## config.mk

```make
export PLATFORM = sky130hd
export DESIGN_NAME = http_response_header_check_top
export DESIGN_NICKNAME = d
export VERILOG_FILES = /design/src/hrhc_pkg.sv /design/src/hrhc_core.sv /design/src/http_response_header_check_top.sv
export VERILOG_INCLUDE_DIRS = /design/src /design/src/src
export SDC_FILE = /design/constraint.sdc
export NUM_CORES = 1
export LEC_CHECK = 0
export BUFFER_PORTS_ARGS = -buffer_cell sky130_fd_sc_hd__buf_4
export CAP_MARGIN = 20
export CORE_MARGIN = 1
export CORE_UTILIZATION = 51
export CTS_CLUSTER_DIAMETER = 60
export DETAILED_ROUTE_END_ITERATION = 10
export PLACE_DENSITY = 0.78
export SETUP_SLACK_MARGIN = 0.1
export SYNTH_ARGS = -nofsm -noshare
export SYNTH_HDL_FRONTEND = slang
export SYNTH_SLANG_ARGS = --single-unit
```

## constraint.sdc

```tcl
create_clock -name clk -period 5.67 [get_ports clk]
set_input_delay 0.567 -clock clk [delete_from_list [all_inputs] [get_ports clk]]
set_output_delay 0.567 -clock clk [all_outputs]
set_load 0.005 [all_outputs]
```

## src/http_response_header_check_top_defines.svh

```systemverilog
// ----------------------------------------------------------------------------
// HTTP response header check assertion macros
// Shared macros for the concurrent checks of the response header checker.
// ----------------------------------------------------------------------------
`ifndef HTTP_RESPONSE_HEADER_CHECK_TOP_DEFINES_SVH
`define HTTP_RESPONSE_HEADER_CHECK_TOP_DEFINES_SVH

// Same-cycle implication, clocked on clk and disabled during reset.
`define HRHC_ASSERT_NOW(lbl, ante, cons, msg) \
  lbl: assert property (@(posedge clk) disable iff (!rst_n) (ante) |-> (cons)) \
    else $error(msg);

// Next-cycle implication, clocked on clk and disabled during reset.
`define HRHC_ASSERT_NEXT(lbl, ante, cons, msg) \
  lbl: assert property (@(posedge clk) disable iff (!rst_n) (ante) |=> (cons)) \
    else $error(msg);

`endif

```

## src/hrhc_pkg.sv

```systemverilog
// ----------------------------------------------------------------------------
// HTTP response header check package
// Beat types, error codes, length limits and the version tag table.
// ----------------------------------------------------------------------------
`default_nettype none

package hrhc_pkg;

  localparam int unsigned MaxLen  = 65535;
  localparam int unsigned CntW    = $clog2(MaxLen + 2);
  localparam int unsigned PrefixLen = 4;
  localparam int unsigned BodyMin   = 15;
  localparam int unsigned TagLen    = 5;

  localparam logic [2:0] ERR_NONE       = 3'd0;
  localparam logic [2:0] ERR_SHORT      = 3'd1;
  localparam logic [2:0] ERR_PREFIX     = 3'd2;
  localparam logic [2:0] ERR_BODY_SHORT = 3'd3;
  localparam logic [2:0] ERR_NOT_HTTP   = 3'd4;
  localparam logic [2:0] ERR_STATUS     = 3'd5;
  localparam logic [2:0] ERR_NO_TERM    = 3'd6;
  localparam logic [2:0] ERR_TOO_LONG   = 3'd7;

  localparam logic CFG_SUCCESS_CODE = 1'b0;
  localparam logic CFG_FAILURE_CODE = 1'b1;

  localparam logic [7:0] CHR_CR    = 8'h0d;
  localparam logic [7:0] CHR_LF    = 8'h0a;
  localparam logic [7:0] CHR_SPACE = 8'h20;
  localparam logic [7:0] CHR_PLUS  = 8'h2b;
  localparam logic [7:0] CHR_MINUS = 8'h2d;
  localparam logic [7:0] CHR_ZERO  = 8'h30;
  localparam logic [7:0] CHR_NINE  = 8'h39;
  localparam logic [7:0] CHR_TAB   = 8'h09;

  typedef struct packed {
    logic [7:0] data_byte;
    logic       last_byte;
  } in_beat_t;

  typedef struct packed {
    logic              accepted;
    logic [2:0]        error_kind;
    logic signed [31:0] status_code;
    logic [15:0]       content_start;
    logic [15:0]       content_length;
  } out_beat_t;

  typedef enum logic [4:0] {
    PH_VERSION = 5'b00001,
    PH_GAP     = 5'b00010,
    PH_LEAD    = 5'b00100,
    PH_DIGITS  = 5'b01000,
    PH_DONE    = 5'b10000
  } phase_t;

  function automatic logic [7:0] http_tag(input logic [2:0] idx);
    logic [7:0] chr;
    case (idx)
      3'd0:    chr = 8'h48;
      3'd1:    chr = 8'h54;
      3'd2:    chr = 8'h54;
      3'd3:    chr = 8'h50;
      3'd4:    chr = 8'h2f;
      default: chr = 8'h00;
    endcase
    return chr;
  endfunction

endpackage

`default_nettype wire

```

## src/hrhc_core.sv

```systemverilog
// ----------------------------------------------------------------------------
// HTTP response header check core
// Per-byte matchers and status accumulator, plus the verdict for the last beat.
// ----------------------------------------------------------------------------
`default_nettype none

module hrhc_core import hrhc_pkg::*; (
  input  wire logic        clk,
  input  wire logic        rst_n,
  input  wire logic        step,
  input  wire in_beat_t    beat,
  input  wire logic [31:0] success_code,
  input  wire logic [31:0] failure_code,
  output out_beat_t        verdict
);

  logic [CntW-1:0] cnt_r, cnt_nxt;
  logic [31:0]     prefix_r, prefix_nxt;
  phase_t          phase_r, phase_nxt;
  logic            magic_r, magic_nxt;
  logic [31:0]     acc_r, acc_nxt;
  logic            neg_r, neg_nxt;
  logic [1:0]      term_r, term_nxt;
  logic            seen_r, seen_nxt;
  logic [15:0]     start_r, start_nxt;

  logic [7:0]      b;
  logic [CntW-1:0] pos;
  logic            in_range;
  logic            is_digit;
  logic            is_lead_sp;
  logic [31:0]     acc_step;
  logic [31:0]     status;

  assign b          = beat.data_byte;
  assign pos        = cnt_r - CntW'(PrefixLen);
  assign in_range   = (cnt_r <= CntW'(MaxLen));
  assign is_digit   = (b >= CHR_ZERO) && (b <= CHR_NINE);
  assign is_lead_sp = (b >= CHR_TAB) && (b <= CHR_CR);
  assign acc_step   = {acc_r[28:0], 3'b000} + {acc_r[30:0], 1'b0} + {28'd0, b[3:0]};

  always_comb begin
    cnt_nxt    = cnt_r;
    prefix_nxt = prefix_r;
    phase_nxt  = phase_r;
    magic_nxt  = magic_r;
    acc_nxt    = acc_r;
    neg_nxt    = neg_r;
    term_nxt   = term_r;
    seen_nxt   = seen_r;
    start_nxt  = start_r;
    if (in_range) begin
      cnt_nxt = cnt_r + CntW'(1);
      if (cnt_r < CntW'(PrefixLen)) begin
        prefix_nxt[cnt_r[1:0]*8 +: 8] = prefix_r[cnt_r[1:0]*8 +: 8] | b;
      end else begin
        case (phase_r)
          PH_VERSION: begin
            if ((pos < CntW'(TagLen)) && (b != http_tag(pos[2:0]))) begin
              magic_nxt = 1'b0;
            end
            if (b == CHR_SPACE) begin
              phase_nxt = PH_GAP;
            end
          end
          PH_GAP, PH_LEAD: begin
            if (b == CHR_SPACE) begin
              if (phase_r == PH_LEAD) begin
                phase_nxt = PH_DONE;
              end
            end else if (is_lead_sp) begin
              phase_nxt = PH_LEAD;
            end else if (b == CHR_PLUS) begin
              phase_nxt = PH_DIGITS;
            end else if (b == CHR_MINUS) begin
              neg_nxt   = 1'b1;
              phase_nxt = PH_DIGITS;
            end else if (is_digit) begin
              acc_nxt   = acc_step;
              phase_nxt = PH_DIGITS;
            end else begin
              phase_nxt = PH_DONE;
            end
          end
          PH_DIGITS: begin
            if (is_digit) begin
              acc_nxt = acc_step;
            end else begin
              phase_nxt = PH_DONE;
            end
          end
          default: begin
            phase_nxt = phase_r;
          end
        endcase
        if (!seen_r) begin
          if (b == CHR_CR) begin
            term_nxt = (term_r == 2'd2) ? 2'd3 : 2'd1;
          end else if ((b == CHR_LF) && (term_r == 2'd1)) begin
            term_nxt = 2'd2;
          end else if ((b == CHR_LF) && (term_r == 2'd3)) begin
            seen_nxt  = 1'b1;
            start_nxt = 16'(pos + CntW'(1));
            term_nxt  = 2'd0;
          end else begin
            term_nxt = 2'd0;
          end
        end
      end
    end
  end

  assign status = neg_nxt ? (32'd0 - acc_nxt) : acc_nxt;

  always_comb begin
    verdict.content_start  = 16'd0;
    verdict.content_length = 16'd0;
    if (cnt_nxt > CntW'(MaxLen)) begin
      verdict.error_kind  = ERR_TOO_LONG;
      verdict.status_code = failure_code;
    end else if (cnt_nxt < CntW'(PrefixLen)) begin
      verdict.error_kind  = ERR_SHORT;
      verdict.status_code = failure_code;
    end else if (prefix_nxt != success_code) begin
      verdict.error_kind  = ERR_PREFIX;
      verdict.status_code = prefix_nxt;
    end else if (cnt_nxt < CntW'(PrefixLen + BodyMin)) begin
      verdict.error_kind  = ERR_BODY_SHORT;
      verdict.status_code = prefix_nxt;
    end else if (!magic_nxt) begin
      verdict.error_kind  = ERR_NOT_HTTP;
      verdict.status_code = prefix_nxt;
    end else if (status != success_code) begin
      verdict.error_kind  = ERR_STATUS;
      verdict.status_code = status;
    end else if (!seen_nxt) begin
      verdict.error_kind  = ERR_NO_TERM;
      verdict.status_code = status;
    end else begin
      verdict.error_kind     = ERR_NONE;
      verdict.status_code    = status;
      verdict.content_start  = start_nxt;
      verdict.content_length = 16'(cnt_nxt - CntW'(PrefixLen)) - start_nxt;
    end
    verdict.accepted = (verdict.error_kind == ERR_NONE);
  end

  always_ff @(posedge clk) begin
    if (!rst_n || (step && beat.last_byte)) begin
      cnt_r    <= '0;
      prefix_r <= '0;
      phase_r  <= PH_VERSION;
      magic_r  <= 1'b1;
      acc_r    <= '0;
      neg_r    <= 1'b0;
      term_r   <= 2'd0;
      seen_r   <= 1'b0;
      start_r  <= '0;
    end else if (step) begin
      cnt_r    <= cnt_nxt;
      prefix_r <= prefix_nxt;
      phase_r  <= phase_nxt;
      magic_r  <= magic_nxt;
      acc_r    <= acc_nxt;
      neg_r    <= neg_nxt;
      term_r   <= term_nxt;
      seen_r   <= seen_nxt;
      start_r  <= start_nxt;
    end
  end

endmodule

`default_nettype wire

```

## src/http_response_header_check_top.sv

```systemverilog
// The verdict is registered and valid in the cycle after the beat marked last is accepted.
// Throughput: one byte per cycle while in_ready is high; the per-byte matchers and
// accumulator update in the cycle a beat is taken, and the output register frees
// the input side. Input ready drops only while a verdict waits and the sink is not ready.
// Reset is synchronous and active low; the success and failure code registers return to 200 and -1.
// ----------------------------------------------------------------------------
// HTTP response header check top level
// Byte-stream checker for a code prefix, status line and header terminator.
// ----------------------------------------------------------------------------
`default_nettype none

`include "http_response_header_check_top_defines.svh"

module http_response_header_check_top import hrhc_pkg::*; (
  input  wire logic        clk,
  input  wire logic        rst_n,
  input  wire logic        in_valid,
  output logic             in_ready,
  input  wire in_beat_t    in_data,
  output logic             out_valid,
  input  wire logic        out_ready,
  output out_beat_t        out_data,
  input  wire logic        cfg_we,
  input  wire logic        cfg_index,
  input  wire logic [31:0] cfg_wdata
);

  logic [31:0] success_r;
  logic [31:0] failure_r;
  logic        out_vld_r;
  out_beat_t   out_r;
  out_beat_t   verdict;
  logic        step;

  assign in_ready  = !out_vld_r || out_ready;
  assign step      = in_valid && in_ready;
  assign out_valid = out_vld_r;
  assign out_data  = out_r;

  hrhc_core u_core (
    .clk          (clk),
    .rst_n        (rst_n),
    .step         (step),
    .beat         (in_data),
    .success_code (success_r),
    .failure_code (failure_r),
    .verdict      (verdict)
  );

  always_ff @(posedge clk) begin
    if (!rst_n) begin
      success_r <= 32'd200;
      failure_r <= 32'hffff_ffff;
    end else if (cfg_we) begin
      case (cfg_index)
        CFG_SUCCESS_CODE: success_r <= cfg_wdata;
        CFG_FAILURE_CODE: failure_r <= cfg_wdata;
        default:          success_r <= success_r;
      endcase
    end
  end

  always_ff @(posedge clk) begin
    if (!rst_n) begin
      out_vld_r <= 1'b0;
    end else if (step && in_data.last_byte) begin
      out_vld_r <= 1'b1;
    end else if (out_ready) begin
      out_vld_r <= 1'b0;
    end
  end

  always_ff @(posedge clk) begin
    if (step && in_data.last_byte) begin
      out_r <= verdict;
    end
  end

  `HRHC_ASSERT_NOW(a_accept_matches_kind, out_vld_r,
    out_r.accepted == (out_r.error_kind == ERR_NONE),
    "accepted flag disagrees with error kind")

  `HRHC_ASSERT_NOW(a_offsets_zero_on_error, out_vld_r && !out_r.accepted,
    (out_r.content_start == 16'd0) && (out_r.content_length == 16'd0),
    "content offsets nonzero on a rejected response")

  `HRHC_ASSERT_NEXT(a_last_gives_verdict, step && in_data.last_byte,
    out_vld_r,
    "no verdict after the last beat")

endmodule

`default_nettype wire
```

==> results_dict.tcl, run 1 <==
set metrics [dict create \
    status "finished, final reports clean" \
    clk_pin_slew_worst_paths_ns 0.07 \
    fin_crit_sh 0.948 \
    setup_viol 0 \
    fillers 3062 \
    cp_data_required_time_ns 5.99 \
    die_x_um 192 \
    layout_commonest_cell "buf_4" \
    ir_drop_mv 0.337 \
    p_per_area_nw_per_um2 235 \
    clk_latency_ns 0.57 \
    min_path_cells 3 \
    rsz0062_at_grt "yes" \
    nets 2625 \
    grt_usage 0.350 \
    skew_ns 0.0123 \
    arrival_ns 5.69 \
    diodes 0 \
    synthesis.area_um2 18500 \
    r2r_setup_slack_ns 0.29 \
    synth_cell_types 113 \
    drive_above_1_share 0.225 \
    ctsHoldBuffers 0 \
    p_leak_nw 9.16 \
    ys_seq_area_frac 0.297 \
    synth_top_flop_cell "dfxtp_1" \
    grt_max_degree 108 \
    io_pins 117 \
    antenna_found_initial 0 \
    synthCells 2263 \
    cts.sinks 240 \
    swShare 0.303 \
    sequentialPowerShare 0.369 \
    total_power_w 0.00525 \
    worst_setup_path_start_kind "register" \
    async_flop_share 0 \
    ys_ff_latch 240 \
    critPathKind "register to register" \
    final_cell_mix "buf_4, nand2_1, nor2_1" \
    hold_ws_ns 0.212 \
    wire_per_inst_um 22.3 \
    ant_nets 0 \
    die_h_um 192 \
    initial_core_util 0.519 \
    intPower_w 0.00366 \
    reg2regPathDepth 22 \
    overflow 0 \
    gp_congestion 1.01 \
    root_buffer "clkbuf_16" \
    syn_nets 2411 \
    ys_warn_count 0 \
    max_freq_mhz 186 \
    coreArea_um2 35600 \
    period_minus_slack_ns 5.38 \
    dr_total_vias 18700 \
    pwr-share-comb 0.229 \
    dieArea_um2 37000 \
    maxCapViolCount 0 \
    placementRows 69 \
    worst_slew_pin_slew_ns 1.13 \
    dp_hpwl_mm 50.3 \
    routed_wl_mm 66.0 \
    switchingPower_w 0.00159 \
    grt_pass1_wl_mm 100 \
    cts_buffers 29 \
    synth_area_per_cell_um2 8.16 \
    grt_pass1_vias 17600 \
    crit_fanout 4 \
    synth_edf_count 68 \
    syn_to_final_growth_pct 20.9 \
    vias_per_cell 6.33 \
    htree_num_levels 1 \
    hold_viol_final 0 \
    critPathCaptureType "register" \
    drc 0 \
    cts_tree "yes" \
    slew_violations 0 \
    drtPass1Iterations 6 \
    max_slew_margin 0.246 \
    io_buffers 116 \
    dr.first_iter.drc_count 1758 \
    worst_hold_path_type "input port to register" \
    clock_path_buffers 3 \
    p_clk_frac 0.402 \
]
==> metal layers <==
layer / routed length, um / track usage / vias up / part of all wire
li1: - / - / 8675 / -
met1: 27200 / 0.453 / 9022 / 0.41
met2: 30900 / 0.584 / 859 / 0.47
met3: 4820 / 0.0437 / 168 / 0.073
met4: 3060 / 0.152 / 0 / 0.046
met5: 0 / 0 / - / 0
==> cells in the mapped netlist (all sizes together) (10+ instances only) <==
| cell | n | share of area |
|---|---|---|
| nand2b | 13 | 0.0044 |
| or3 | 19 | 0.0064 |
| inv | 81 | 0.016 |
| and2 | 24 | 0.0081 |
| a22oi | 30 | 0.012 |
| ha | 98 | 0.066 |
| nor4 | 35 | 0.015 |
| o211ai | 16 | 0.0065 |
| o21ai | 102 | 0.028 |
| nor2 | 237 | 0.053 |
| nand2 | 283 | 0.058 |
| xnor2 | 101 | 0.048 |
| dfxtp | 172 | 0.19 |
| clkbuf | 104 | 0.021 |
| nand4 | 34 | 0.013 |
| nor2b | 11 | 0.0037 |
| mux2 | 30 | 0.018 |
| o2111ai | 10 | 0.0051 |
| buf | 45 | 0.014 |
| and3 | 27 | 0.0092 |
| o21bai | 12 | 0.0049 |
| a21boi | 35 | 0.014 |
| mux2i | 38 | 0.021 |
| a21o | 26 | 0.011 |
| xor2 | 61 | 0.029 |
| or2 | 18 | 0.0061 |
| edfxtp | 68 | 0.11 |
| nor3 | 52 | 0.014 |
| a31oi | 26 | 0.0095 |
| nand3 | 90 | 0.026 |
| a21oi | 104 | 0.028 |
| o21a | 12 | 0.0049 |
| a211oi | 86 | 0.037 |
==> metrics by stage <==
step	util	setup slack (ns)	setup TNS (ns)	instances	area [um2]
final	0.628	0.294	0	2960	22300
after global routing	0.628	0.0498	0	2960	22300
after CTS	0.620	0.150	0	2951	22000
after detailed placement	0.588	-0.190	-4.14	2896	20900
after global placement	0.586	-0.207	-4.31	2893	20900
after floorplan	-	0.111	0	2263	18500
==> final timing paths <==
check,from,to
worst max register to register,u_core.acc_r[0]$_SDFFE_PP0P_,out_data[64]$_DFFE_PP_
worst max-delay path,u_core.acc_r[0]$_SDFFE_PP0P_,out_data[64]$_DFFE_PP_
worst min register to register,u_core.acc_r[31]$_SDFFE_PP0P_,u_core.acc_r[31]$_SDFFE_PP0P_
worst min-delay path,cfg_wdata[25],failure_r[25]$_SDFFE_PN1P_
==> logic make-up (layout without fill, tap and decap cells) <==
kind of cell    Yosys count  in the layout  synth area share
buf+inv                 230            466            0.0519
simple gates            886            886             0.238
fa+ha+maj               101            101            0.0697
flops                   240            240             0.297
compound gates          567            567             0.216
xor+xnor                163            163            0.0781
mux                      76             76            0.0489
==> state kept, by name, indices dropped and copies added (netlist names) <==
register	count
failure_r	32
out_data	68
out_valid	1
success_r	32
u_core.acc_r	32
u_core.cnt_r	17
u_core.magic_r	1
u_core.neg_r	1
u_core.phase_r	5
u_core.prefix_r	32
u_core.seen_r	1
u_core.start_r	16
u_core.term_r	2
==> power by group through the flow <==
stage               sequential, W  clock [W]  combinational, W
floorplan                 0.00194          0          0.000710
global placement          0.00196          0           0.00111
detailed placement        0.00197          0           0.00113
CTS                       0.00193    0.00212           0.00115
global route              0.00194    0.00219           0.00129
finish                    0.00193    0.00211           0.00120
==> worst max-delay path: stages (launching register included) <==
cell and delay [ns]:
dfxtp_1 0.37, inv_1 0.07, fa_1 0.50, inv_1 0.07, fa_2 0.41, a21o_1 0.21
a221oi_2 0.25, buf_4 0.17, nor4_2 0.06, buf_4 0.14, o21bai_1 0.22, buf_4 0.16
a21oi_1 0.08, or3_4 0.37, a31oi_4 0.20, buf_4 0.17, xnor2_1 0.08, o41a_1 0.42
a311oi_2 0.26, and4_1 0.25, and4_4 0.27, nand2_2 0.07, a221o_1 0.29
==> what timing repair did <==
item	4_1_cts	5_1_grt
endpoints found under the setup margin	9	36
setup buffers	2	9
pin swaps	0	9
gates resized for setup	1	43
==> area by class of cell <==
cell class              count  area, um2  share of cell area
multi-input cells        1793      12300               0.551
flip-flops and latches    240       5490               0.246
repair buffers            332       2570               0.115
clock buffers              35        810              0.0363
well taps                 461        577              0.0258
inverters                  81        304              0.0136
clock inverters            18        284              0.0127
No activity file was read; power rests on OpenSTA's default activity.
==> inputs of run 2 (changes only) <==
--- a/config.mk
+++ b/config.mk
@@ -8,7 +8,7 @@
 export LEC_CHECK = 0
 export BUFFER_PORTS_ARGS = -buffer_cell sky130_fd_sc_hd__buf_4
 export CAP_MARGIN = 20
-export CORE_MARGIN = 1
+export CORE_MARGIN = 5
 export CORE_UTILIZATION = 51
 export CTS_CLUSTER_DIAMETER = 60
 export DETAILED_ROUTE_END_ITERATION = 10
@@ -16,4 +16,5 @@
 export SETUP_SLACK_MARGIN = 0.1
 export SYNTH_ARGS = -nofsm -noshare
 export SYNTH_HDL_FRONTEND = slang
+export SYNTH_HIERARCHICAL = 1
 export SYNTH_SLANG_ARGS = --single-unit
==> run 2 against run 1 <==
Setup slack got worse by 0.14 ns. Highest routed layer is now met5. Register-to-register slack got worse by 0.14 ns. Global-route usage fell by 5.3 points.
==> results_dict.tcl, run 2 <==
set metrics [dict create \
    synth-adder-area-share 0.0706 \
    hold_viol_final 0 \
    vias_per_cell 6.19 \
    regArea_um2 5490 \
    async_flop_share 0 \
    critPathCaptureType "register" \
    multi_input_area_um2 11900 \
    ys_seq_area_frac 0.301 \
    final_cell_mix "buf_4, nor2_1, nand2_1" \
    finalSetupTns_ns 0 \
    ys_warn_count 6 \
    switchingPower_w 0.00152 \
    max_freq_mhz 181 \
    crit_fanout 28 \
    synthTopCellsByCount "nor2_1, nand2_1, dfxtp_1" \
    dp_cells 2825 \
    p_leak_nw 9.00 \
    worst_slew_pin_slew_ns 1.04 \
    synthCells 2197 \
    intPower_w 0.00345 \
    coreArea_um2 35400 \
    pwr-share-comb 0.227 \
    synth_top_flop_cell "dfxtp_1" \
    p_clk_frac 0.386 \
    setup_ws_ns 0.154 \
    cts.sinks 240 \
    layout_commonest_cell "buf_4" \
    drc 0 \
    synth_top_family_by_area "simple AND/OR/NAND/NOR gates" \
    synth.area.mux_share 0.0812 \
    yosysTopAreaCell "dfxtp_1" \
    clk_pin_slew_worst_paths_ns 0.06 \
    antenna_found_initial 1 \
    yosysTopAreaCellShare 0.189 \
    ir_drop_mv 0.217 \
    routed_wl_mm 61.4 \
    swShare 0.305 \
    ant_nets 0 \
    period_minus_slack_ns 5.52 \
    initial_core_util 0.514 \
    maxCapViolCount 0 \
    crit_path_cell_trace "or4_4, nor4_4, buf_4, and4_1, and2_2, mux2i_2, xnor2_1, nor4_1, nand4_1, nor2_1, and2_1, nand2_1, buf_4, o21ai_0, a21oi_1" \
    critPathKind "register to register" \
    placementRows 69 \
    slowest_delay_ns 0.59 \
    grt_pass1_vias 17200 \
    wire_per_inst_um 21.3 \
    dr_total_vias 17900 \
    grt_usage 0.297 \
    nets 2547 \
    p_per_area_nw_per_um2 228 \
    cpMostUsedCell "buf_4" \
    yosys-top-cells-area "dfxtp_1, edfxtp_1, ha_1, nor2_1, xnor2_1" \
    cts_buffers 29 \
    io_buffers 116 \
    setup_viol 0 \
    synth_edf_count 68 \
    worst_setup_path_start_kind "register" \
    overflow 0 \
    synth_area_per_cell_um2 8.29 \
    syn_to_final_growth_pct 19.9 \
    largest_reg_flops 68 \
    root_buffer "clkbuf_16" \
    grt_max_degree 90 \
    cp_num_buf_inv 2 \
    max_slew_margin 0.307 \
    worst_hold_path_type "input port to register" \
    arrival_ns 5.77 \
    drive_above_1_share 0.213 \
    dp_hpwl_mm 46.5 \
    htree_num_levels 1 \
    dr.first_iter.drc_count 1997 \
    synthSimpleGateAreaFrac 0.211 \
    io_pins 117 \
    die_x_um 199 \
    synth_xor_xnor_area_share 0.0875 \
    ys_ff_latch 240 \
    synth_cell_types 100 \
    rsz0062_at_grt "yes" \
    syn_nets 2345 \
    fillers 3022 \
    dieArea_um2 39600 \
    fin_cells 2885 \
    grt_pass1_wl_mm 94.5 \
    die_h_um 199 \
    worst_path_dominant_cell_family "simple AND/OR/NAND/NOR gates" \
    cp_data_required_time_ns 5.93 \
    clk_latency_ns 0.57 \
    synthesis.area_um2 18200 \
    slowest_stage "nor4_1" \
    sequentialPowerShare 0.387 \
    yosysMostFrequentCell "nor2_1" \
    drtPass1Iterations 5 \
    clock_path_buffers 3 \
    skew_ns 0.0185 \
    cts_tree "yes" \
    gp_congestion 1.01 \
    fin_crit_sh 0.973 \
    pre_cts_ws_ns -0.210 \
    slew_violations 0 \
    status "finished, final reports clean" \
    synth-compound-area-share 0.187 \
]
==> run 2: changes by cell type after synthesis, sizes merged, moves of 13 or more <==
cell    before  now
a21boi      35    6
a21o        26    9
nor2       237  287
a22oi       30    5
nand3       90   73
o21ai      102   69
mux2i       38  103
nand2      283  195
xnor2      101  115
a21oi      104  117
inv         81  111
o211ai      16   55
==> run 2: final cells by class <==
class	count	area share
flip-flops and latches	240	0.251
well taps	461	0.0264
multi-input cells	1700	0.546
inverters	112	0.0192
diodes	2	0.000229
clock inverters	18	0.00928
clock buffers	36	0.0363
repair buffers	316	0.111
==> run 2: routing by layer <==
metal  GRT usage  vias to the layer above  wire length (um)
li1            -                     8319                 -
met1       0.385                     8497             24100
met2       0.500                      858             28900
met3      0.0523                      189              5660
met4       0.110                        2              2720
met5           0                        -                 7
==> run 2: timing repair <==
action                                 CTS  global route
pin swaps                                1            13
endpoints found under the hold margin    0             0
setup endpoints to repair                2            67
buffers inserted                         1             3
hold buffers                             0             0
resized for setup                        3            47
==> run 2: metrics by stage <==
step	util	hold WS [ns]	instance area [um2]	total power [W]
finish	0.617	0.253	21800	0.00497
global route	0.617	0.247	21800	0.00515
CTS	0.611	0.234	21600	0.00493
detailed placement	0.583	0.457	20600	0.00302
global placement	0.582	0.450	20600	0.00300
floorplan	-	0.434	18300	0.00261
==> run 2: power by group through the flow <==
stage	registers (W)	logic [W]	clock network, W
6_report	0.00193	0.00113	0.00192
3_5_place_dp	0.00196	0.00106	0
2_1_floorplan	0.00193	0.000678	0
5_1_grt	0.00193	0.00121	0.00201
3_3_place_gp	0.00196	0.00104	0
4_1_cts	0.00192	0.00108	0.00194
==> run 2: final timing paths <==
path / endpoint / depth (start not counted) / slack [ns] / startpoint
setup / recovery: out_data[45]$_DFFE_PP_ / 15 / 0.15 / u_core/cnt_r[7]$_SDFFE_PP0P_
hold reg to reg: u_core/magic_r$_SDFFE_PP1P_ / 1 / 0.47 / u_core/magic_r$_SDFFE_PP1P_
setup reg to reg: out_data[45]$_DFFE_PP_ / 15 / 0.15 / u_core/cnt_r[7]$_SDFFE_PP0P_
hold / removal: failure_r[23]$_SDFFE_PN1P_ / 2 / 0.25 / rst_n
==> run 2: cells by family (layout without fill, tap and decap cells) <==
kind of cell,Yosys count,in the layout
and+or+nand+nor,807,807
AOI/OAI and AO/OA,477,477
buffers and inverters,257,482
DFF,240,240
xor gates and xnor gates,182,182
muxes,133,133
adders and majority gates,101,101
other,0,2
==> inputs of run 3 (changes only) <==
--- a/config.mk
+++ b/config.mk
@@ -13,6 +13,7 @@
 export CTS_CLUSTER_DIAMETER = 60
 export DETAILED_ROUTE_END_ITERATION = 10
 export PLACE_DENSITY = 0.78
+export REMOVE_ABC_BUFFERS = 1
 export SETUP_SLACK_MARGIN = 0.1
 export SYNTH_ARGS = -nofsm -noshare
 export SYNTH_HDL_FRONTEND = slang
==> run 3 against run 2 <==
Total power fell by 1.3%. Setup slack better by 0.11 ns. Die area unchanged. Critical endpoint is now out_data[3]$_DFFE_PP_.
==> results_dict.tcl, run 3 (same netlist as run 2, synthesis figures left out) <==
set metrics [dict create \
    grt_pass1_wl_mm 93.9 \
    arrival_ns 5.80 \
    max_slew_margin 0.302 \
    drtPass1Iterations 8 \
    htree_num_levels 1 \
    wire_per_inst_um 21.1 \
    clk_latency_ns 0.56 \
    swShare 0.307 \
    hold_ws_ns 0.257 \
    p_per_area_nw_per_um2 221 \
    vias_per_cell 6.10 \
    hold_viol_final 0 \
    final_area_um2 22200 \
    ctsHoldBuffers 0 \
    pwr-share-comb 0.233 \
    cts_tree "yes" \
    setup_viol 0 \
    fin_crit_sh 0.954 \
    rsz0062_at_grt "yes" \
    cts_buffers 28 \
    io_pins 117 \
    dr.first_iter.drc_count 1699 \
    drive_above_1_share 0.226 \
    crit_fanout 17 \
    placed_area_um2 20800 \
    grt_usage 0.297 \
    nets 2591 \
    p_leak_nw 9.24 \
    slew_violations 0 \
    r2r_end "out_data[3]$_DFFE_PP_" \
    routed_wl_mm 61.7 \
    die_h_um 199 \
    dieArea_um2 39600 \
    grt_max_degree 80 \
    maxCapViolCount 0 \
    critPathCaptureType "register" \
    dr_wl_met3_mm 4.67 \
    skew_ns 0.0241 \
    initial_core_util 0.514 \
    dp_hpwl_mm 46.4 \
    critPathKind "register to register" \
    r2r_setup_slack_ns 0.26 \
    dr_total_vias 17800 \
    crit_end "out_data[3]$_DFFE_PP_" \
    sequentialPowerShare 0.391 \
    switchingPower_w 0.00151 \
    ant_nets 0 \
    final_cell_mix "buf_4, nor2_1, nand2_1" \
    status "finished, final reports clean" \
    cts.sinks 240 \
    layout_commonest_cell "buf_4" \
    syn_to_final_growth_pct 22.0 \
    largest_reg_flops 68 \
    worst_hold_path_type "input port to register" \
    worst_setup_path_start_kind "register" \
    p_clk_frac 0.376 \
    rr_startpoint "u_core/acc_r[0]$_SDFFE_PP0P_" \
    routed-wl-met2_mm 29.3 \
    fillers 2979 \
    grt_pass1_vias 17200 \
    drc 0 \
    intPower_w 0.00340 \
    dr.max_layer_used "met4" \
    placementRows 69 \
    gp_congestion 0.978 \
    max_freq_mhz 185 \
    coreArea_um2 35400 \
    antenna_found_initial 0 \
    clock_path_buffers 3 \
    clk_pin_slew_worst_paths_ns 0.06 \
    ir_drop_mv 0.268 \
    diodes 0 \
    met1_length_mm 25.2 \
    die_x_um 199 \
    worst_slew_pin_slew_ns 1.05 \
    period_minus_slack_ns 5.41 \
    cp_data_required_time_ns 6.06 \
    overflow 0 \
    root_buffer "clkbuf_16" \
    io_buffers 116 \
    reg2regPathDepth 23 \
    startpoint "u_core/acc_r[0]$_SDFFE_PP0P_" \
]
-- run 3: changes by cell type in the layout (fill, tap and decap cells not counted), moves of 3 or more --
| cell | delta |
|---|---|
| and2_2 | -3 |
| mux2i_2 | -4 |
| buf_6 | +3 |
| clkinvlp_4 | -3 |
| buf_4 | +42 |
| mux2i_1 | +4 |
| clkbuf_1 | +3 |
| and2_1 | +3 |
-- run 3: area by class of cell --
type / count / area, um2 / share of cell area
Clock buffer: 39 / 815 / 0.0367
Clock inverter: 13 / 138 / 0.00620
Inverter: 112 / 420 / 0.0189
Multi-Input combinational cell: 1700 / 12000 / 0.540
Sequential cell: 240 / 5490 / 0.247
Tap cell: 461 / 577 / 0.0260
Timing Repair Buffer: 361 / 2780 / 0.125
-- run 3: per-stage QoR --
step	total power, W	setup TNS, ns	worst slack [ns]	utilization	cells
3_5_place_dp	0.00302	-17.28	-0.601	0.588	2865
6_report	0.00491	0	0.263	0.628	2926
2_1_floorplan	0.00256	-55.60	-1.40	-	2052
3_3_place_gp	0.00300	-16.16	-0.546	0.588	2864
4_1_cts	0.00488	0	0.111	0.617	2918
5_1_grt	0.00511	-0.0266	-0.0266	0.628	2926
-- run 3: worst min-delay path by stage --
stage                                 from                     endpoint  slack, ns  cells after the start
2_1_floorplan  u_core/magic_r$_SDFFE_PP1P_  u_core/magic_r$_SDFFE_PP1P_       0.44                      1
3_3_place_gp   u_core/magic_r$_SDFFE_PP1P_  u_core/magic_r$_SDFFE_PP1P_       0.45                      1
3_5_place_dp   u_core/magic_r$_SDFFE_PP1P_  u_core/magic_r$_SDFFE_PP1P_       0.47                      1
4_1_cts                       cfg_wdata[2]    failure_r[2]$_SDFFE_PN1P_       0.24                      3
5_1_grt                       cfg_wdata[8]    failure_r[8]$_SDFFE_PN1P_       0.25                      3
6_report                      cfg_wdata[4]    failure_r[4]$_SDFFE_PN1P_       0.26                      3
-- run 3: worst max-delay path, cell delays in order, from the launching register on --
cell	delay [ns]
dfxtp_1	0.34
inv_1	0.11
fa_1	0.51
inv_1	0.06
buf_4	0.13
ha_1	0.30
a211oi_2	0.30
buf_4	0.17
nor2_1	0.04
xor2_1	0.16
o32a_1	0.35
nor3_1	0.31
buf_4	0.18
nor4b_1	0.05
o31ai_1	0.30
o31ai_1	0.15
or4_1	0.60
a21oi_1	0.15
nand4_1	0.15
nor3_2	0.22
buf_4	0.15
nand3_4	0.11
buf_12	0.19
nor3_2	0.19
-- run 3: routing by layer --
layer | vias up | global-route usage
met4 | 0 | 0.105
met5 | - | 0
met3 | 159 | 0.0591
met1 | 8498 | 0.380
met2 | 795 | 0.500
li1 | 8385 | -
-- run 3: timing repair --
item / CTS / global route
setup buffers: 1 / 7
gates cloned: 0 / 1
resized for setup: 15 / 59
pin swaps: 1 / 25
setup endpoints to repair: 36 / 36
-- run 3: power groups by stage --
| stage | clock network, W | logic (W) | registers [W] |
|---|---|---|---|
| detailed placement | 0 | 0.00107 | 0.00195 |
| finish | 0.00185 | 0.00114 | 0.00192 |
| floorplan | 0 | 0.000626 | 0.00194 |
| global route | 0.00196 | 0.00123 | 0.00193 |
| global placement | 0 | 0.00105 | 0.00195 |
| CTS | 0.00188 | 0.00109 | 0.00192 |
